`src/rtl/chbf_pkg.sv`:
```
`timescale 1ns / 1ps

package chbf_pkg;

   // Counter widths of the framer.
   localparam int SIZE_BITS   = 32;
   localparam int OFFSET_BITS = 16;

   localparam logic [SIZE_BITS-1:0]   SIZE_ZERO  = '0;
   localparam logic [OFFSET_BITS-1:0] OFFSET_MAX = '1;

   // Parser phases.
   localparam logic [2:0] PH_SIZE    = 3'd0;
   localparam logic [2:0] PH_DATA    = 3'd1;
   localparam logic [2:0] PH_DATA_CR = 3'd2;
   localparam logic [2:0] PH_DATA_LF = 3'd3;
   localparam logic [2:0] PH_TRAILER = 3'd4;
   localparam logic [2:0] PH_HALT    = 3'd5;

   // Frame status codes.
   localparam logic [1:0] ST_BUSY = 2'd0;
   localparam logic [1:0] ST_DONE = 2'd1;
   localparam logic [1:0] ST_BAD  = 2'd2;

   // Characters the framing looks for.
   localparam logic [7:0] CHAR_CR    = 8'h0D;
   localparam logic [7:0] CHAR_LF    = 8'h0A;
   localparam logic [7:0] CHAR_SEMI  = 8'h3B;
   localparam logic [7:0] CHAR_SPACE = 8'h20;
   localparam logic [7:0] CHAR_TAB   = 8'h09;

   // Parser state carried from one word to the next.
   typedef struct packed {
      logic [2:0]             phase;
      logic [SIZE_BITS-1:0]   chunk_remaining;
      logic                   in_extension;
      logic                   saw_cr;
      logic                   line_empty;
      logic [OFFSET_BITS-1:0] byte_offset;
      logic [1:0]             sticky_status;
   } state_type;

   localparam state_type STATE_CLEAR = '{
      phase:           PH_SIZE,
      chunk_remaining: SIZE_ZERO,
      in_extension:    1'b0,
      saw_cr:          1'b0,
      line_empty:      1'b1,
      byte_offset:     '0,
      sticky_status:   ST_BUSY
   };

   // One result word.
   typedef struct packed {
      logic [7:0]             payload_byte;
      logic                   payload_valid;
      logic [1:0]             frame_status;
      logic [OFFSET_BITS-1:0] end_offset;
   } result_type;

   // True for 0-9, a-f and A-F.
   function automatic logic is_hex(input logic [7:0] b);
      return b inside {[8'h30:8'h39], [8'h61:8'h66], [8'h41:8'h46]};
   endfunction

   // Value of a hex digit; only meaningful when is_hex holds.
   function automatic logic [3:0] hex_value(input logic [7:0] b);
      logic [7:0] v;
      if (b inside {[8'h30:8'h39]}) begin
         v = b - 8'h30;
      end else if (b inside {[8'h61:8'h66]}) begin
         v = b - 8'h57;
      end else begin
         v = b - 8'h37;
      end
      return v[3:0];
   endfunction

endpackage

```
`src/rtl/chbf_step.sv`:
```
`timescale 1ns / 1ps

// Next parser state and result word for one body byte.
module chbf_step (
   input  logic [7:0]          data_byte,
   input  logic                message_start,
   input  chbf_pkg::state_type state,
   output chbf_pkg::state_type state_next,
   output chbf_pkg::result_type result
);

   chbf_pkg::state_type cur;
   chbf_pkg::state_type nxt;
   logic                valid;
   logic                fail;
   logic                done;
   logic [chbf_pkg::SIZE_BITS-1:0] rem_dec;

   assign rem_dec = cur.chunk_remaining - chbf_pkg::SIZE_BITS'(1);

   always_comb begin
      cur   = message_start ? chbf_pkg::STATE_CLEAR : state;
      nxt   = cur;
      valid = 1'b0;
      fail  = 1'b0;
      done  = 1'b0;

      if (cur.sticky_status == chbf_pkg::ST_BUSY && cur.phase != chbf_pkg::PH_HALT) begin
         if (cur.byte_offset != chbf_pkg::OFFSET_MAX) begin
            nxt.byte_offset = cur.byte_offset + chbf_pkg::OFFSET_BITS'(1);
         end

         case (cur.phase)
            chbf_pkg::PH_SIZE: begin
               // A pending CR closes the line when LF follows; outside an extension any other byte breaks it.
               if (cur.saw_cr) begin
                  nxt.saw_cr = 1'b0;
                  if (data_byte == chbf_pkg::CHAR_LF) begin
                     done             = 1'b1;
                     nxt.in_extension = 1'b0;
                     nxt.line_empty   = 1'b1;
                     nxt.phase = (cur.chunk_remaining == chbf_pkg::SIZE_ZERO) ?
                                 chbf_pkg::PH_TRAILER : chbf_pkg::PH_DATA;
                  end else if (!cur.in_extension) begin
                     done = 1'b1;
                     fail = 1'b1;
                  end
               end
               if (!done) begin
                  if (data_byte == chbf_pkg::CHAR_CR) begin
                     nxt.saw_cr = 1'b1;
                  end else if (cur.in_extension) begin
                     nxt.in_extension = 1'b1;
                  end else if (data_byte == chbf_pkg::CHAR_SEMI) begin
                     nxt.in_extension = 1'b1;
                  end else if (data_byte == chbf_pkg::CHAR_SPACE ||
                               data_byte == chbf_pkg::CHAR_TAB) begin
                     nxt.in_extension = 1'b0;
                  end else if (!chbf_pkg::is_hex(data_byte) ||
                               cur.chunk_remaining[chbf_pkg::SIZE_BITS-1 -: 4] != 4'd0) begin
                     // Not a digit, or one more digit would overflow the size.
                     fail = 1'b1;
                  end else begin
                     nxt.chunk_remaining = {cur.chunk_remaining[chbf_pkg::SIZE_BITS-5:0],
                                            chbf_pkg::hex_value(data_byte)};
                  end
               end
            end
            chbf_pkg::PH_DATA: begin
               valid               = 1'b1;
               nxt.chunk_remaining = rem_dec;
               if (rem_dec == chbf_pkg::SIZE_ZERO) begin
                  nxt.phase = chbf_pkg::PH_DATA_CR;
               end
            end
            chbf_pkg::PH_DATA_CR: begin
               if (data_byte == chbf_pkg::CHAR_CR) begin
                  nxt.phase = chbf_pkg::PH_DATA_LF;
               end else begin
                  fail = 1'b1;
               end
            end
            chbf_pkg::PH_DATA_LF: begin
               if (data_byte == chbf_pkg::CHAR_LF) begin
                  nxt.phase           = chbf_pkg::PH_SIZE;
                  nxt.chunk_remaining = chbf_pkg::SIZE_ZERO;
                  nxt.in_extension    = 1'b0;
                  nxt.saw_cr          = 1'b0;
                  nxt.line_empty      = 1'b1;
               end else begin
                  fail = 1'b1;
               end
            end
            chbf_pkg::PH_TRAILER: begin
               // Trailer lines are skipped; an empty one ends the body.
               if (cur.saw_cr && data_byte == chbf_pkg::CHAR_LF) begin
                  nxt.saw_cr = 1'b0;
                  if (cur.line_empty) begin
                     nxt.sticky_status = chbf_pkg::ST_DONE;
                     nxt.phase         = chbf_pkg::PH_HALT;
                  end else begin
                     nxt.line_empty = 1'b1;
                  end
               end else begin
                  nxt.saw_cr = (data_byte == chbf_pkg::CHAR_CR);
                  if (cur.saw_cr || data_byte != chbf_pkg::CHAR_CR) begin
                     nxt.line_empty = 1'b0;
                  end
               end
            end
            default: begin
               fail = 1'b1;
            end
         endcase

         if (fail) begin
            nxt.sticky_status = chbf_pkg::ST_BAD;
            nxt.phase         = chbf_pkg::PH_HALT;
         end
      end
   end

   assign state_next           = nxt;
   assign result.payload_byte  = valid ? data_byte : 8'h00;
   assign result.payload_valid = valid;
   assign result.frame_status  = nxt.sticky_status;
   assign result.end_offset    = nxt.byte_offset;

endmodule

```
`src/rtl/http_chunked_body_framer_unit.sv`:
```
`timescale 1ns / 1ps

// Chunked body framer: takes one body byte per req word and returns one rsp
// word for it, carrying the byte when it is chunk data, the frame status
// (in progress, complete, malformed) and the byte offset since body start.
// req_message_start marks the first byte of a body and clears the parser
// before that byte is taken.
// A word accepted in one cycle is presented on rsp in the next. Throughput is
// one word per cycle while rsp_ready is high or the result register is empty;
// the parser update is a single pass of the size-line, data and trailer logic
// between the state register and the result register.
// The result register parts the two sides: req_ready stays high while the
// result is empty or being taken in the same cycle, so a stalled receiver
// holds back at most one finished word and then stops intake.
// Reset clears the parser to the start of a body and empties the result
// register; the block accepts a word in the first cycle after reset.
module http_chunked_body_framer_unit (
   input  logic                             clock,
   input  logic                             reset,
   input  logic                             req_valid,
   output logic                             req_ready,
   input  logic [7:0]                       req_data_byte,
   input  logic                             req_message_start,
   output logic                             rsp_valid,
   input  logic                             rsp_ready,
   output logic [7:0]                       rsp_payload_byte,
   output logic                             rsp_payload_valid,
   output logic [1:0]                       rsp_frame_status,
   output logic [chbf_pkg::OFFSET_BITS-1:0] rsp_end_offset
);

   chbf_pkg::state_type  state_ff;
   chbf_pkg::state_type  state_in;
   chbf_pkg::result_type result_ff;
   chbf_pkg::result_type result_in;
   logic                 out_valid_ff;
   logic                 accept;

   assign req_ready = !out_valid_ff || rsp_ready;
   assign accept    = req_valid && req_ready;

   chbf_step u_step (
      .data_byte     (req_data_byte),
      .message_start (req_message_start),
      .state         (state_ff),
      .state_next    (state_in),
      .result        (result_in)
   );

   // Parser state and result valid.
   always_ff @(posedge clock) begin
      if (reset) begin
         state_ff     <= chbf_pkg::STATE_CLEAR;
         out_valid_ff <= 1'b0;
      end else begin
         if (accept) begin
            state_ff <= state_in;
         end
         if (accept) begin
            out_valid_ff <= 1'b1;
         end else if (rsp_ready) begin
            out_valid_ff <= 1'b0;
         end
      end
   end

   // Result word.
   always_ff @(posedge clock) begin
      if (accept) begin
         result_ff <= result_in;
      end
   end

   assign rsp_valid         = out_valid_ff;
   assign rsp_payload_byte  = result_ff.payload_byte;
   assign rsp_payload_valid = result_ff.payload_valid;
   assign rsp_frame_status  = result_ff.frame_status;
   assign rsp_end_offset    = result_ff.end_offset;

endmodule
```
`config.mk`:
```
export PLATFORM = sky130hd
export DESIGN_NAME = http_chunked_body_framer_unit
export DESIGN_NICKNAME = d
export VERILOG_FILES = /design/src/rtl/chbf_pkg.sv /design/src/rtl/chbf_step.sv /design/src/rtl/http_chunked_body_framer_unit.sv
export SDC_FILE = /design/constraint.sdc
export NUM_CORES = 1
export LEC_CHECK = 0
export BUFFER_PORTS_ARGS = -buffer_cell sky130_fd_sc_hd__buf_2
export CAP_MARGIN = 20
export CORE_MARGIN = 1.5
export CORE_UTILIZATION = 65
export CTS_CLUSTER_SIZE = 8
export DETAILED_ROUTE_END_ITERATION = 8
export GPL_ROUTABILITY_DRIVEN = 0
export HOLD_SLACK_MARGIN = 0.15
export PLACE_DENSITY = 0.84
export SLEW_MARGIN = 40
export SYNTH_ARGS = -nofsm -noshare
export SYNTH_HDL_FRONTEND = slang
export SYNTH_HIERARCHICAL = 1
export SYNTH_SLANG_ARGS = --single-unit
```
`constraint.sdc`:
```
create_clock -name clock -period 8.2 [get_ports clock]
set_clock_uncertainty 0.1 [all_clocks]
set_input_delay 1.23 -clock clock [delete_from_list [all_inputs] [get_ports clock]]
set_output_delay 1.23 -clock clock [all_outputs]
set_load 0.005 [all_outputs]
```
# [Yosys cells after proc, flatten, opt, wreduce, memory -nomap -nowiden]
# Cells that the tools add are included.
[totals] regBits=84 wordCells=113
[op_classes] addsub=5 order_cmp=6 eq_ne=12 muxes=58 n_reduce_logical=20
[op_table] op="$mux 32" n=4
[op_table] op="$mux 56" n=2
[op_table] op="$pmux 32 s3" n=1
[op_table] op="$logic_not 32->1" n=2
[op_table] op="$mux 38" n=1
[op_table] op="$mux 34" n=1
[op_table] op="$mux 33" n=1
[op_table] op="$sub 32x1->32 const B" n=1
[op_table] op="$mux 1" n=27
[op_table] op="$mux 3" n=9
[op_table] op="$eq 8x4->1 const B" n=3
[op_table] op="$add 16x1->16 const B" n=1
[op_table] op="$eq 8x6->1 const B" n=2
[op_table] op="$ge 8x7->1 const B" n=2
[op_table] op="$le 8x7->1 const B" n=2
[op_table] op="$mux 16" n=1
[op_table] op="$ne 16x16->1 const B" n=1
[op_table] op="$pmux 3 s5" n=1
[op_table] op="$mux 2" n=5
[op_table] op="$ge 8x6->1 const B" n=1
[op_table] op="$le 8x6->1 const B" n=1
[op_table] op="$mux 4" n=2
[op_table] op="$ne 8x4->1 const B" n=1
[op_table] op="$sub 4x3->4 const B" n=2
[op_table] op="17 further kinds" n=27

# [Depth between registers and ports, before layout]
[depth] ltp_word=15 depth_mapped=18

# [Modules after synthesis]
# Netlist, hierarchy kept.
[modules_own_cells] mod="chbf_step" instances=1 cells_per_inst=650 area_per_inst_um2=3931.3
[modules_own_cells] mod="http_chunked_body_framer_unit" instances=1 cells_per_inst=287 area_per_inst_um2=3314.4

# [Least setup slack after synthesis]
# No wires, ideal clock.
[synth_timing] kind="input -> register" start="input req_message_start" end="register state_ff[51] in the netlist's numbering" t_arrival_ns=4.212 required_time_ns=8.030 path_slack_ns=3.819 stages=15 n_path_buf=6 cell_sequence="buf_2 clkbuf_1 clkbuf_1 clkbuf_1 nor2b_1 inv_1 ha_1 clkbuf_1 clkbuf_1 a21boi_1 nor3b_1 o21ai_1 a221oi_1 nand3_1 a21oi_1"
[synth_rtl] element="start, declared" line_no="http_chunked_body_framer_unit.sv:23" source="input logic req_message_start,"
[synth_rtl] element="end signal, assigned" line_no="http_chunked_body_framer_unit.sv:53" source="state_ff <= chbf_pkg::STATE_CLEAR;"
[synth_rtl] element="end signal, assigned" line_no="http_chunked_body_framer_unit.sv:57" source="state_ff <= state_in;"
[synth_rtl] element="end, declared" line_no="http_chunked_body_framer_unit.sv:32" source="chbf_pkg::state_type state_ff;"

==> results.ini <==
[hold_path]
hold_class = register to register

[status]
violations = DRC
status = finished, violations left

[global_routing]
grt_max_degree = 84
grt.total_usage_pct = 37.2
gr-total-overflow = 0
grt_first_pass_wirelength_um = 34600
grt_pass1_vias = 6982
antenna_found_initial = 0

[power]
p_per_area_nw_per_um2 = 153
power.total_mw = 1.13
combPwrFrac_pct = 31.8
leakage_nw = 2.65
power.share.sequential_pct = 41.4
clockPowerShare_pct = 26.8
ir_worst_vdd_mv = 0.0984
swShare_pct = 37.1
power.switching_uw = 420
power.internal_uw = 712

[die]
start_util_pct = 66.8
design.core.area_um2 = 10800
die_area_um2 = 11800
die_h_um = 109
ioPinCount = 42
num_rows = 38
die_w_um = 109

[timing]
min_period_ps = 4330
worst_pin_slew_ps = 860
finalHoldViolations = 0
fmax_mhz = 231
relSlewSlack_pct = 42.4
slew_violations = 0
setup_violations = 0
rsz0062_at_grt = false
holdWs_ps = 482
finalSetupTns_ps = 0
min_period_over_period_pct = 52.7

[drt]
antenna_left = 0
vias = 7753
drt_wl_total_um = 21900
first_pass_iters = 9
drc_errors = 13
drtIter0Drc = 1624
avgViaCountPerCell = 7.39
wire_per_inst_um = 20.9

[synthesis]
yosysTopAreaCellShare_pct = 15.7
synth.largest_area_cell = dfxtp_1
ys_seq_elements = 84
ys_types = 90
post_synth_most_frequent_cells = a21oi_1 (95), nand3_1 (80), nor2_1 (77), dfxtp_1 (57), nand2_1 (56)
synth_most_common_cell = a21oi_1
yosysSeqAreaShare_pct = 26.9
synth_warnings = 6
ys.flop_type = dfxtp_1
syn_area_per_cell_um2 = 7.73
synth_edf_count = 27
synthCells = 937
syn_nets = 957
synth_area_leaders = dfxtp_1 (16%), edfxtp_1 (11%), a21oi_1 (6.6%)
async_flop_share_pct = 0
netlist_area_um2 = 7250

[worst_setup_path]
crit_chain = buf_2, buf_4, a21oi_1, buf_4, nor2_2, nand2_1, nor3_2, a21oi_1, o22ai_1, nand3_1, a21oi_1
end_kind = register
cp_max_fo = 77
critical_path_buf_inv_count = 3
crit_slowest_cell = nor3_2
path_class = input port to register
critPathMaxStageDelay_ps = 840
cp_top_family = simple AND/OR/NAND/NOR gates
crit_top_cell = a21oi_1
required_ps = 8420
crit_arrival_ps = 4550
cp-start-kind = input port

[cts]
cts_root_buf = clkbuf_8
clkLatencyLatePin_ps = 390
cts_max_level = 3
cts_tree = yes
postCtsSetupBuffers = 0
cts_resized = 0
numCtsBuffers = 9
clk_pin_slew_ps = 90
hold_buffers = 0
clockBufferDepth = 2
clkSinkCount = 84

[job]
drv_cap = 0

[placed_design]
portBuffers = 41
dp_hpwl_um = 14200

[finish]
n_antenna_cell = 0
area_growth_pct = 2.37
drive_gt1_share_pct = 16.9
seq_area_um2 = 1950
fillers = 886
nets = 924
multiInputGateArea_um2 = 4700

power by group through the flow:
stage	clock [mW]	combinational, mW	sequential [mW]
after floorplan	0	0.269	0.465
after CTS	0.304	0.340	0.467
after detailed placement	0	0.338	0.477
final	0.303	0.360	0.469
after global placement	0	0.330	0.475
after global routing	0.316	0.382	0.471
routing by layer:
layer / routed length [µm] / GRT usage (%) / vias to the layer above
met4: 1530 / 25.5 / 0
met5: 0 / 0 / -
met2: 9410 / 54.9 / 626
met3: 2820 / 9.64 / 175
li1: - / - / 3422
met1: 8200 / 47.2 / 3530
sequential cells by signal (all words and copies together) (netlist names):
signal and cells:
rsp_end_offset 16, rsp_frame_status 2, rsp_payload_byte 8, rsp_payload_valid 1, rsp_valid 1, state_ff 56
worst register-to-register path, delay by kind of cell, from the launching register on:
kind	cells	cell delay, ps
compound gates	4	1020
simple gates	5	2030
flops	1	620
cell type report:
type / instances / share of cell area [%]
multi-input cells: 730 / 63.4
flip-flops and latches: 84 / 26.3
repair buffers: 53 / 4.01
well taps: 140 / 2.36
clock buffers: 13 / 2.29
inverters: 26 / 1.32
clock inverters: 3 / 0.287
layout by cell type (no fill, tap or decap), types with 10 or more instances in the layout:
master / Yosys / final
a21bo_1: 13 / 13
a21bo_2: 42 / 42
a21oi_1: 95 / 95
a21oi_2: 13 / 13
a31oi_1: 12 / 12
and3_1: 16 / 16
buf_2: 24 / 40
buf_4: 20 / 13
clkbuf_8: 0 / 10
dfxtp_1: 57 / 57
edfxtp_1: 27 / 27
inv_1: 25 / 25
nand2_1: 56 / 56
nand3_1: 80 / 80
nand4_1: 15 / 15
nor2_1: 77 / 76
nor2b_1: 15 / 15
nor3_1: 33 / 33
nor4_1: 10 / 10
o21ai_0: 44 / 44
xnor2_1: 15 / 15
through the flow:
step / util [%] / area [µm²] / worst slack [ps] / instances
2_1_floorplan: - / 7250 / 3820 / 937
3_3_place_gp: 66.5 / 7210 / 3630 / 1033
3_5_place_dp: 66.6 / 7210 / 3730 / 1033
4_1_cts: 68.3 / 7410 / 4140 / 1049
5_1_grt: 68.4 / 7420 / 3720 / 1049
6_report: 68.4 / 7420 / 3870 / 1049
cells by family (layout without fill, tap and decap cells):
logic type | count (synthesis) | count (layout) | synth area share [%]
adders and majority gates | 7 | 7 | 1.21
and+or+nand+nor | 364 | 364 | 27.0
DFF | 84 | 84 | 26.9
buffers and inverters | 123 | 95 | 8.44
muxes | 7 | 7 | 1.00
xor gates and xnor gates | 22 | 22 | 2.66
AOI/OAI and AO/OA | 330 | 330 | 32.7
final timing paths:
check | startpoint | to | cells after the start | slack, ps
hold reg to reg | state_ff[2]$_SDFFE_PP0P_ | state_ff[2]$_SDFFE_PP0P_ | 2 | 480
hold / removal | state_ff[2]$_SDFFE_PP0P_ | state_ff[2]$_SDFFE_PP0P_ | 2 | 480
setup / recovery | req_message_start | state_ff[52]$_SDFFE_PP0P_ | 11 | 3870
setup reg to reg | state_ff[53]$_SDFFE_PP0P_ | state_ff[52]$_SDFFE_PP0P_ | 9 | 4360
Note: power is estimated with default switching activity, not from simulation.
